## src/mbt_pkg.sv

```systemverilog
package mbt_pkg;

  localparam int TABLE_ENTRIES_DEF = 64;
  localparam int MAC_W = 48;
  localparam int IP_W = 32;

  localparam logic [1:0] CMD_LEARN = 2'd0;
  localparam logic [1:0] CMD_LOOKUP_IP = 2'd1;
  localparam logic [1:0] CMD_LOOKUP_MAC = 2'd2;
  localparam logic [1:0] CMD_FLUSH = 2'd3;

  localparam logic [1:0] STATUS_DONE = 2'd0;
  localparam logic [1:0] STATUS_NOT_FOUND = 2'd1;
  localparam logic [1:0] STATUS_FULL = 2'd2;

  typedef struct packed {
    logic             valid;
    logic [MAC_W-1:0] mac;
    logic [IP_W-1:0]  ip;
  } entry_t;

  typedef struct packed {
    logic [1:0]       status;
    logic [IP_W-1:0]  found_ip;
    logic [MAC_W-1:0] found_mac;
    logic             hit;
  } result_t;

endpackage

```

## src/mbt_ctrl.sv

```systemverilog
module mbt_ctrl
  import mbt_pkg::*;
#(
  parameter int DEPTH = TABLE_ENTRIES_DEF,
  parameter int AW = (DEPTH > 1) ? $clog2(DEPTH) : 1
) (
  input  logic             clk,
  input  logic             rst,
  input  logic             in_valid,
  output logic             in_ready,
  input  logic [1:0]       in_cmd,
  input  logic [MAC_W-1:0] in_mac,
  input  logic [IP_W-1:0]  in_ip,
  output logic             res_valid,
  input  logic             res_ready,
  output result_t          res,
  output logic             rd_en,
  output logic [AW-1:0]    rd_addr,
  input  entry_t           rd_data,
  output logic             wr_en,
  output logic [AW-1:0]    wr_addr,
  output entry_t           wr_data
);

  localparam logic [1:0] ST_CLEAR = 2'd0;
  localparam logic [1:0] ST_IDLE = 2'd1;
  localparam logic [1:0] ST_SCAN = 2'd2;
  localparam logic [1:0] ST_FINISH = 2'd3;

  localparam logic [AW-1:0] LAST_ADDR = AW'(DEPTH - 1);

  logic [1:0]       state;
  logic [AW-1:0]    addr;
  logic             issued_all;
  logic             rd_pend;
  logic [AW-1:0]    rd_idx;
  logic             clr_flush;

  logic [1:0]       cmd;
  logic [MAC_W-1:0] cmd_mac;
  logic [IP_W-1:0]  cmd_ip;

  logic             found;
  logic [AW-1:0]    found_idx;
  logic [MAC_W-1:0] found_mac;
  logic [IP_W-1:0]  found_ip;
  logic             have_free;
  logic [AW-1:0]    free_idx;

  logic             mac_eq;
  logic             ip_eq;
  logic             wipe;
  logic             finish_go;

  assign in_ready = (state == ST_IDLE);
  assign res_valid = (state == ST_FINISH);
  assign finish_go = res_valid && res_ready;

  assign mac_eq = rd_data.valid && (rd_data.mac == cmd_mac);
  assign ip_eq = rd_data.valid && (rd_data.ip == cmd_ip);
  // learn drops every other slot that holds the same ip
  assign wipe = rd_pend && (cmd == CMD_LEARN) && ip_eq && !mac_eq;

  assign rd_en = (state == ST_SCAN) && !issued_all;
  assign rd_addr = addr;

  always_comb begin
    wr_en = 1'b0;
    wr_addr = addr;
    wr_data = '{valid: 1'b1, mac: cmd_mac, ip: cmd_ip};
    unique case (state)
      ST_CLEAR: begin
        wr_en = 1'b1;
        wr_data.valid = 1'b0;
      end
      ST_SCAN: begin
        wr_en = wipe;
        wr_addr = rd_idx;
        wr_data = rd_data;
        wr_data.valid = 1'b0;
      end
      ST_FINISH: begin
        if (cmd == CMD_LEARN) begin
          if (found) begin
            wr_en = finish_go && (found_ip != cmd_ip);
            wr_addr = found_idx;
          end else begin
            wr_en = finish_go && have_free;
            wr_addr = free_idx;
          end
        end
      end
      default: begin
      end
    endcase
  end

  always_comb begin
    res = '{status: STATUS_DONE, found_ip: '0, found_mac: '0, hit: 1'b0};
    unique case (cmd)
      CMD_LEARN: begin
        if (found) begin
          res.hit = 1'b1;
          res.found_mac = cmd_mac;
          res.found_ip = cmd_ip;
        end else if (!have_free) begin
          res.status = STATUS_FULL;
        end
      end
      CMD_LOOKUP_IP, CMD_LOOKUP_MAC: begin
        if (found) begin
          res.hit = 1'b1;
          res.found_mac = found_mac;
          res.found_ip = found_ip;
        end else begin
          res.status = STATUS_NOT_FOUND;
        end
      end
      CMD_FLUSH: begin
      end
    endcase
  end

  always_ff @(posedge clk) begin
    if (rst) begin
      state <= ST_CLEAR;
      addr <= '0;
      clr_flush <= 1'b0;
      issued_all <= 1'b0;
      rd_pend <= 1'b0;
      found <= 1'b0;
      have_free <= 1'b0;
      cmd <= CMD_FLUSH;
    end else begin
      rd_pend <= rd_en;
      rd_idx <= addr;
      unique case (state)
        ST_CLEAR: begin
          addr <= addr + 1'b1;
          if (addr == LAST_ADDR) begin
            state <= clr_flush ? ST_FINISH : ST_IDLE;
          end
        end
        ST_IDLE: begin
          if (in_valid) begin
            cmd <= in_cmd;
            cmd_mac <= in_mac;
            cmd_ip <= in_ip;
            addr <= '0;
            issued_all <= 1'b0;
            found <= 1'b0;
            have_free <= 1'b0;
            clr_flush <= 1'b1;
            state <= (in_cmd == CMD_FLUSH) ? ST_CLEAR : ST_SCAN;
          end
        end
        ST_SCAN: begin
          if (rd_en) begin
            addr <= addr + 1'b1;
            if (addr == LAST_ADDR) begin
              issued_all <= 1'b1;
            end
          end
          if (rd_pend) begin
            unique case (cmd)
              CMD_LEARN: begin
                if (mac_eq) begin
                  if (!found) begin
                    found <= 1'b1;
                    found_idx <= rd_idx;
                    found_ip <= rd_data.ip;
                  end
                end else if ((!rd_data.valid || ip_eq) && !have_free) begin
                  // first slot that is free once the wipe is done
                  have_free <= 1'b1;
                  free_idx <= rd_idx;
                end
              end
              CMD_LOOKUP_IP: begin
                if (ip_eq && !found) begin
                  found <= 1'b1;
                  found_mac <= rd_data.mac;
                  found_ip <= rd_data.ip;
                end
              end
              CMD_LOOKUP_MAC: begin
                if (mac_eq && !found) begin
                  found <= 1'b1;
                  found_mac <= rd_data.mac;
                  found_ip <= rd_data.ip;
                end
              end
              CMD_FLUSH: begin
              end
            endcase
            if (issued_all) begin
              state <= ST_FINISH;
            end
          end
        end
        ST_FINISH: begin
          if (res_ready) begin
            state <= ST_IDLE;
          end
        end
      endcase
    end
  end

endmodule

```

## config.mk

```make
export PLATFORM = sky130hd
export DESIGN_NAME = mbt_ctrl
export DESIGN_NICKNAME = d
export VERILOG_FILES = /design/src/mbt_pkg.sv /design/src/mbt_ctrl.sv
export SDC_FILE = /design/constraint.sdc
export NUM_CORES = 1
export LEC_CHECK = 0
export BUFFER_PORTS_ARGS = -buffer_cell sky130_fd_sc_hd__buf_2
export CORE_MARGIN = 2
export CORE_UTILIZATION = 25
export DETAILED_ROUTE_END_ITERATION = 6
export PLACE_DENSITY = 0.58
export SETUP_SLACK_MARGIN = 0.05
export SKIP_CTS_REPAIR_TIMING = 1
export SLEW_MARGIN = 25
export SYNTH_ARGS = -nofsm -noshare
export SYNTH_HDL_FRONTEND = slang
export SYNTH_SLANG_ARGS = --single-unit
```

## constraint.sdc

```tcl
create_clock -name clk -period 5.69 [get_ports clk]
set_input_delay 0.8535 -clock clk [delete_from_list [all_inputs] [get_ports clk]]
set_output_delay 0.8535 -clock clk [all_outputs]
set_load 0.05 [all_outputs]
```

---- Word-level counts from Yosys, hierarchy flattened ----
Cells that the tools add are included.
storage, ports and cells
  word-level logic and storage cells ...... 132
  register bits ........................... 193
  bits of input ports ..................... 167
  output and inout port bits .............. 180
operators by class
  multiplexer cells ....................... 48
  equal/unequal tests ..................... 28
  $add $sub $neg .......................... 1
  bitwise logic cells ..................... 3
  reductions and logical operators ........ 37
operators by type and width
  cell                                            number
  one-hot mux 83 bit (2 select lines)             1
  two-way mux 81 bit                              2
  two-way mux 32 bit                              4
  two-way mux 48 bit                              2
  one-hot mux 32 bit (3 select lines)             1
  one-hot mux 48 bit (2 select lines)             1
  two-way mux 80 bit                              1
  equality test 48 bit                            1
  equality test 32 bit                            1
  != test 32 bit                                  1
  two-way mux 6 bit                               4
  AND reduction 6 bit                             4
  != test 2 bit (second input constant)           10
  two-way mux 2 bit                               9
  one-hot mux 6 bit (3 select lines)              1
  two-way mux 1 bit                               15
  logical AND 1 bit                               12
  one-hot mux 6 bit (2 select lines)              1
  != test 3 bit (second input constant)           3
  equality test 2 bit (second input constant)     4
  != test 2 x 1 -> 1 bit (second input constant)  4
  one-hot mux 2 bit (4 select lines)              1
  AND reduction 8 bit                             1
  AND reduction 7 bit                             1
  other kinds (17)                                32

---- Logic depth before layout (Yosys ltp) ----
  word-level depth ........................ 9
  gate-level depth with buffers ........... 7
  mapped depth without buffers ............ 6

---- Worst setup path before layout ----
Ideal clock, no wire load.
  path type ............................... flip-flop to flip-flop
  start ................................... register state[0]
  end ..................................... register cmd_ip[0] (enable)
  arrival ................................. 5146 ps
  path slack .............................. 24 ps
  stages on the path, launching flop included .. 6
  period minus slack after synthesis ...... 5666 ps
  data required time ...................... 5171 ps
  path buffers ............................ 1
  cell sequence ........................... dfxtp_1 clkbuf_1 inv_1 nor2_1 nand2_1 nor2_1
between the ends
  cells in the longest elaborated chain, start to end .. 2
ends and longest elaborated chain
  item                           line             text
  start: declaration             mbt_ctrl.sv:32   logic [1:0] state;
  start signal: assignment       mbt_ctrl.sv:141  state <= clr_flush ? ST_FINISH : ST_IDLE;
  start signal: assignment       mbt_ctrl.sv:154  state <= (in_cmd == CMD_FLUSH) ? ST_CLEAR : ST_SCAN;
  equality test 2 x 1 -> 1 bit   n/a
  via in_ready                   mbt_ctrl.sv:10   output logic in_ready,
  AND reduction 3 bit (no line)  n/a
  end signal: assignment         mbt_ctrl.sv:148  cmd_ip <= in_ip;
  end: declaration               mbt_ctrl.sv:41   logic [IP_W-1:0] cmd_ip;
The timed path passes the listed nets, and every way through them passes these cells.
A chain may end at the register's enable or synchronous reset.

==> out/results.ini <==
[grt]
antenna_found_initial=4
grt_overflow=0
use_met3_pct=4.63
grt_max_degree=87
grt_pass1_vias=8185
grt.met1_usage_pct=21.9
use_met2_pct=29.4
track_usage_pct=17.4
grt_pass1_wl_um=52500
gr-max-usage-layer=met2

[die]
fp.dieH_um=201
num_rows=72
dieArea_sq_um=40400
dieWidth_um=201
ioPinCount=347
core-area_sq_um=38500
start_util_pct=25.2

[setup_path]
cp-start-kind=flip-flop
critPathKind=flip-flop to output pin
reg2reg_from=cmd[0]
crit_path_max_fanout=52
r2r_setup_slack_ns=2.22
reg2regPathDepth=6
cp.arrival_ns=3.30
cp-end-kind=output pin
reg2reg_to=found_ip[0]
crit_required_ns=4.84

[cells_and_area]
design_area_sq_um=12600
area_growth_pct=29.8
drive_gt1_share_pct=31.9
final_cell_mix=buf_2, nand2_1, edfxtp_1
final_common_cell=buf_2
utilization_pct=32.7
nets=1425
fillers=4042

[synth]
synth_warnings=0
synth.distinct_cells=41
syn_area_per_cell_sq_um=10.4
synth_mux_area_share_pct=0.761
synth_xor_area_share_pct=10.1
synth_compound_area_share_pct=9.07
netlist_instances=931
synth_fa_ha_area_share_pct=0.774
synth_top_area_cell=edfxtp_1
yosys.area.top_type_share_pct=55.1
ys_async_sr_fraction_pct=0
synth_ff_type=edfxtp_1
netlist_top_cells_area=edfxtp_1, xor2_1, nand2_1, a22oi_1, nor2_1
synth_edf_count=178
synth-seq-cells=193
synth-simple-area-share_pct=18.5
syn_nets=1104
synth-seq-area-share_pct=58.2
synth.cell_area_sq_um=9700
synth_top_family_by_area=simple AND/OR/NAND/NOR gates

[timing]
rsz0062_at_grt=false
finalWorstSetupSlack_ns=1.54
worst_clock_skew_ns=0.0108
hold_violations=0
fin_tns_setup_ns=0
slew_viol_final=0
setup_viol=0
period_minus_slack_ns=4.15
worst_pin_slew_ns=1.04
slew_headroom_pct=30.8
fmax_ghz=0.241
period_share_pct=73.0

[detailed_routing]
avgViaCountPerCell=4.66
antenna_left=0
finalWirelength_um=35600
drc=0
wire_per_inst_um=20.0
drt_pass1_iterations=5
via_count=8309
drt_iter0_drc=469

[clocking]
cts.sinks=193
cts_tree=built
h-tree-depth=4
cts-root-buf=clkbuf_16
clk_transition_reported_paths_ns=0.07
cts_buffers=17
cts_max_path_buffers=2
clkLatencyLatePin_ns=0.46

[pwr]
combinationalPowerShare_pct=5.2
p_sw_share_pct=23.6
power_density_nw_per_um2=232
ir_drop_v=0.000190
p_int_mw=2.23
p_switching_mw=0.688
power_frac_seq_pct=53.2
clkPwrFrac_pct=41.5
p_leak_nw=5.08

[placement]
port_buffers=346
hpwl_um=25800
gp_congestion=0.839
place_ws_ns=1.75
postPlaceCellArea_sq_um=12000

[worst_hold_path]
min_path_type=flip-flop to flip-flop
worstHoldPathCells=2
hp-start=clr_flush
hold-path-endpoint=clr_flush

[outcome]
status=complete, no violations

[flow_run]
max_cap_violations=0

## metal layers
| metal | vias up | wire [um] | share of wire, % |
|---|---|---|---|
| met5 | - | 25 | 0.070 |
| met2 | 362 | 17600 | 49 |
| met3 | 37 | 2450 | 6.9 |
| met4 | 4 | 598 | 1.7 |
| met1 | 3999 | 15000 | 42 |
| li1 | 3907 | - | - |
## how the worst max path moves through the flow
stage	from	cells after the start	slack, ns	endpoint
2_1_floorplan	rd_data[43]	6	0.31	found_mac[0]
3_3_place_gp	rd_data[2]	8	1.79	wr_en
3_5_place_dp	rd_data[2]	8	1.75	wr_en
4_1_cts	cmd[0]	7	1.47	res[34]
5_1_grt	cmd[0]	7	1.30	res[34]
6_report	cmd[0]	7	1.54	res[34]
## final cells by class
class                      instances  area, sq um  area share [%]
antenna                            1         2.50          0.0199
clock buffer                      21          483            3.84
clock inverter                    11         88.8           0.706
inverter                          14         52.6           0.418
multi-input combinational        673         3870            30.7
sequential                       193         5650            44.9
tap                              518          648            5.15
timing repair buffer             353         1800            14.3
## state kept, by name, indices dropped and copies added, names as in the netlist, 2 cells and up
name	count
found_idx	6
cmd_ip	32
cmd_mac	48
found_ip	32
state	2
free_idx	6
cmd	2
found_mac	48
rd_idx	6
rd_addr	6
## through the flow
| stage | cells | hold slack [ns] | power (mW) |
|---|---|---|---|
| floorplan | 931 | 0.432 | 1.63 |
| global placement | 1750 | 0.442 | 1.74 |
| detailed placement | 1750 | 0.463 | 1.74 |
| CTS | 1782 | 0.477 | 2.96 |
| global route | 1784 | 0.495 | 3.02 |
| finish | 1784 | 0.477 | 2.92 |
## synth_stat cells, drive strengths merged, types with 4 or more instances
library cell / count
nand2: 250
edfxtp: 178
xor2: 110
nor2: 105
a22oi: 82
clkbuf: 49
nor4: 26
o21ai: 16
dfxtp: 15
a21oi: 14
inv: 14
nand3: 13
mux2i: 7
nand4: 7
nor3: 7
ha: 6
nand2b: 4
## cells by family after synthesis
group	after synthesis
xor+xnor	112
simple gates	423
compound gates	125
flops	193
mux	7
buf+inv	65
fa+ha+maj	6
## power groups by stage
stage | clock [mW] | combinational (mW) | sequential (mW)
after floorplan | 0 | 0.0395 | 1.59
after global routing | 1.30 | 0.166 | 1.56
after global placement | 0 | 0.153 | 1.59
after detailed placement | 0 | 0.155 | 1.59
after CTS | 1.25 | 0.156 | 1.56
final | 1.21 | 0.153 | 1.56
## worst max-delay path: stages (launching register included)
cell	delay [ns]
dfxtp_1	0.38
inv_1	0.11
ha_1	0.47
and2_4	0.67
buf_4	0.48
a22oi_1	0.13
nor2_1	0.19
buf_2	0.32
Power figures use the tool's default switching activity.
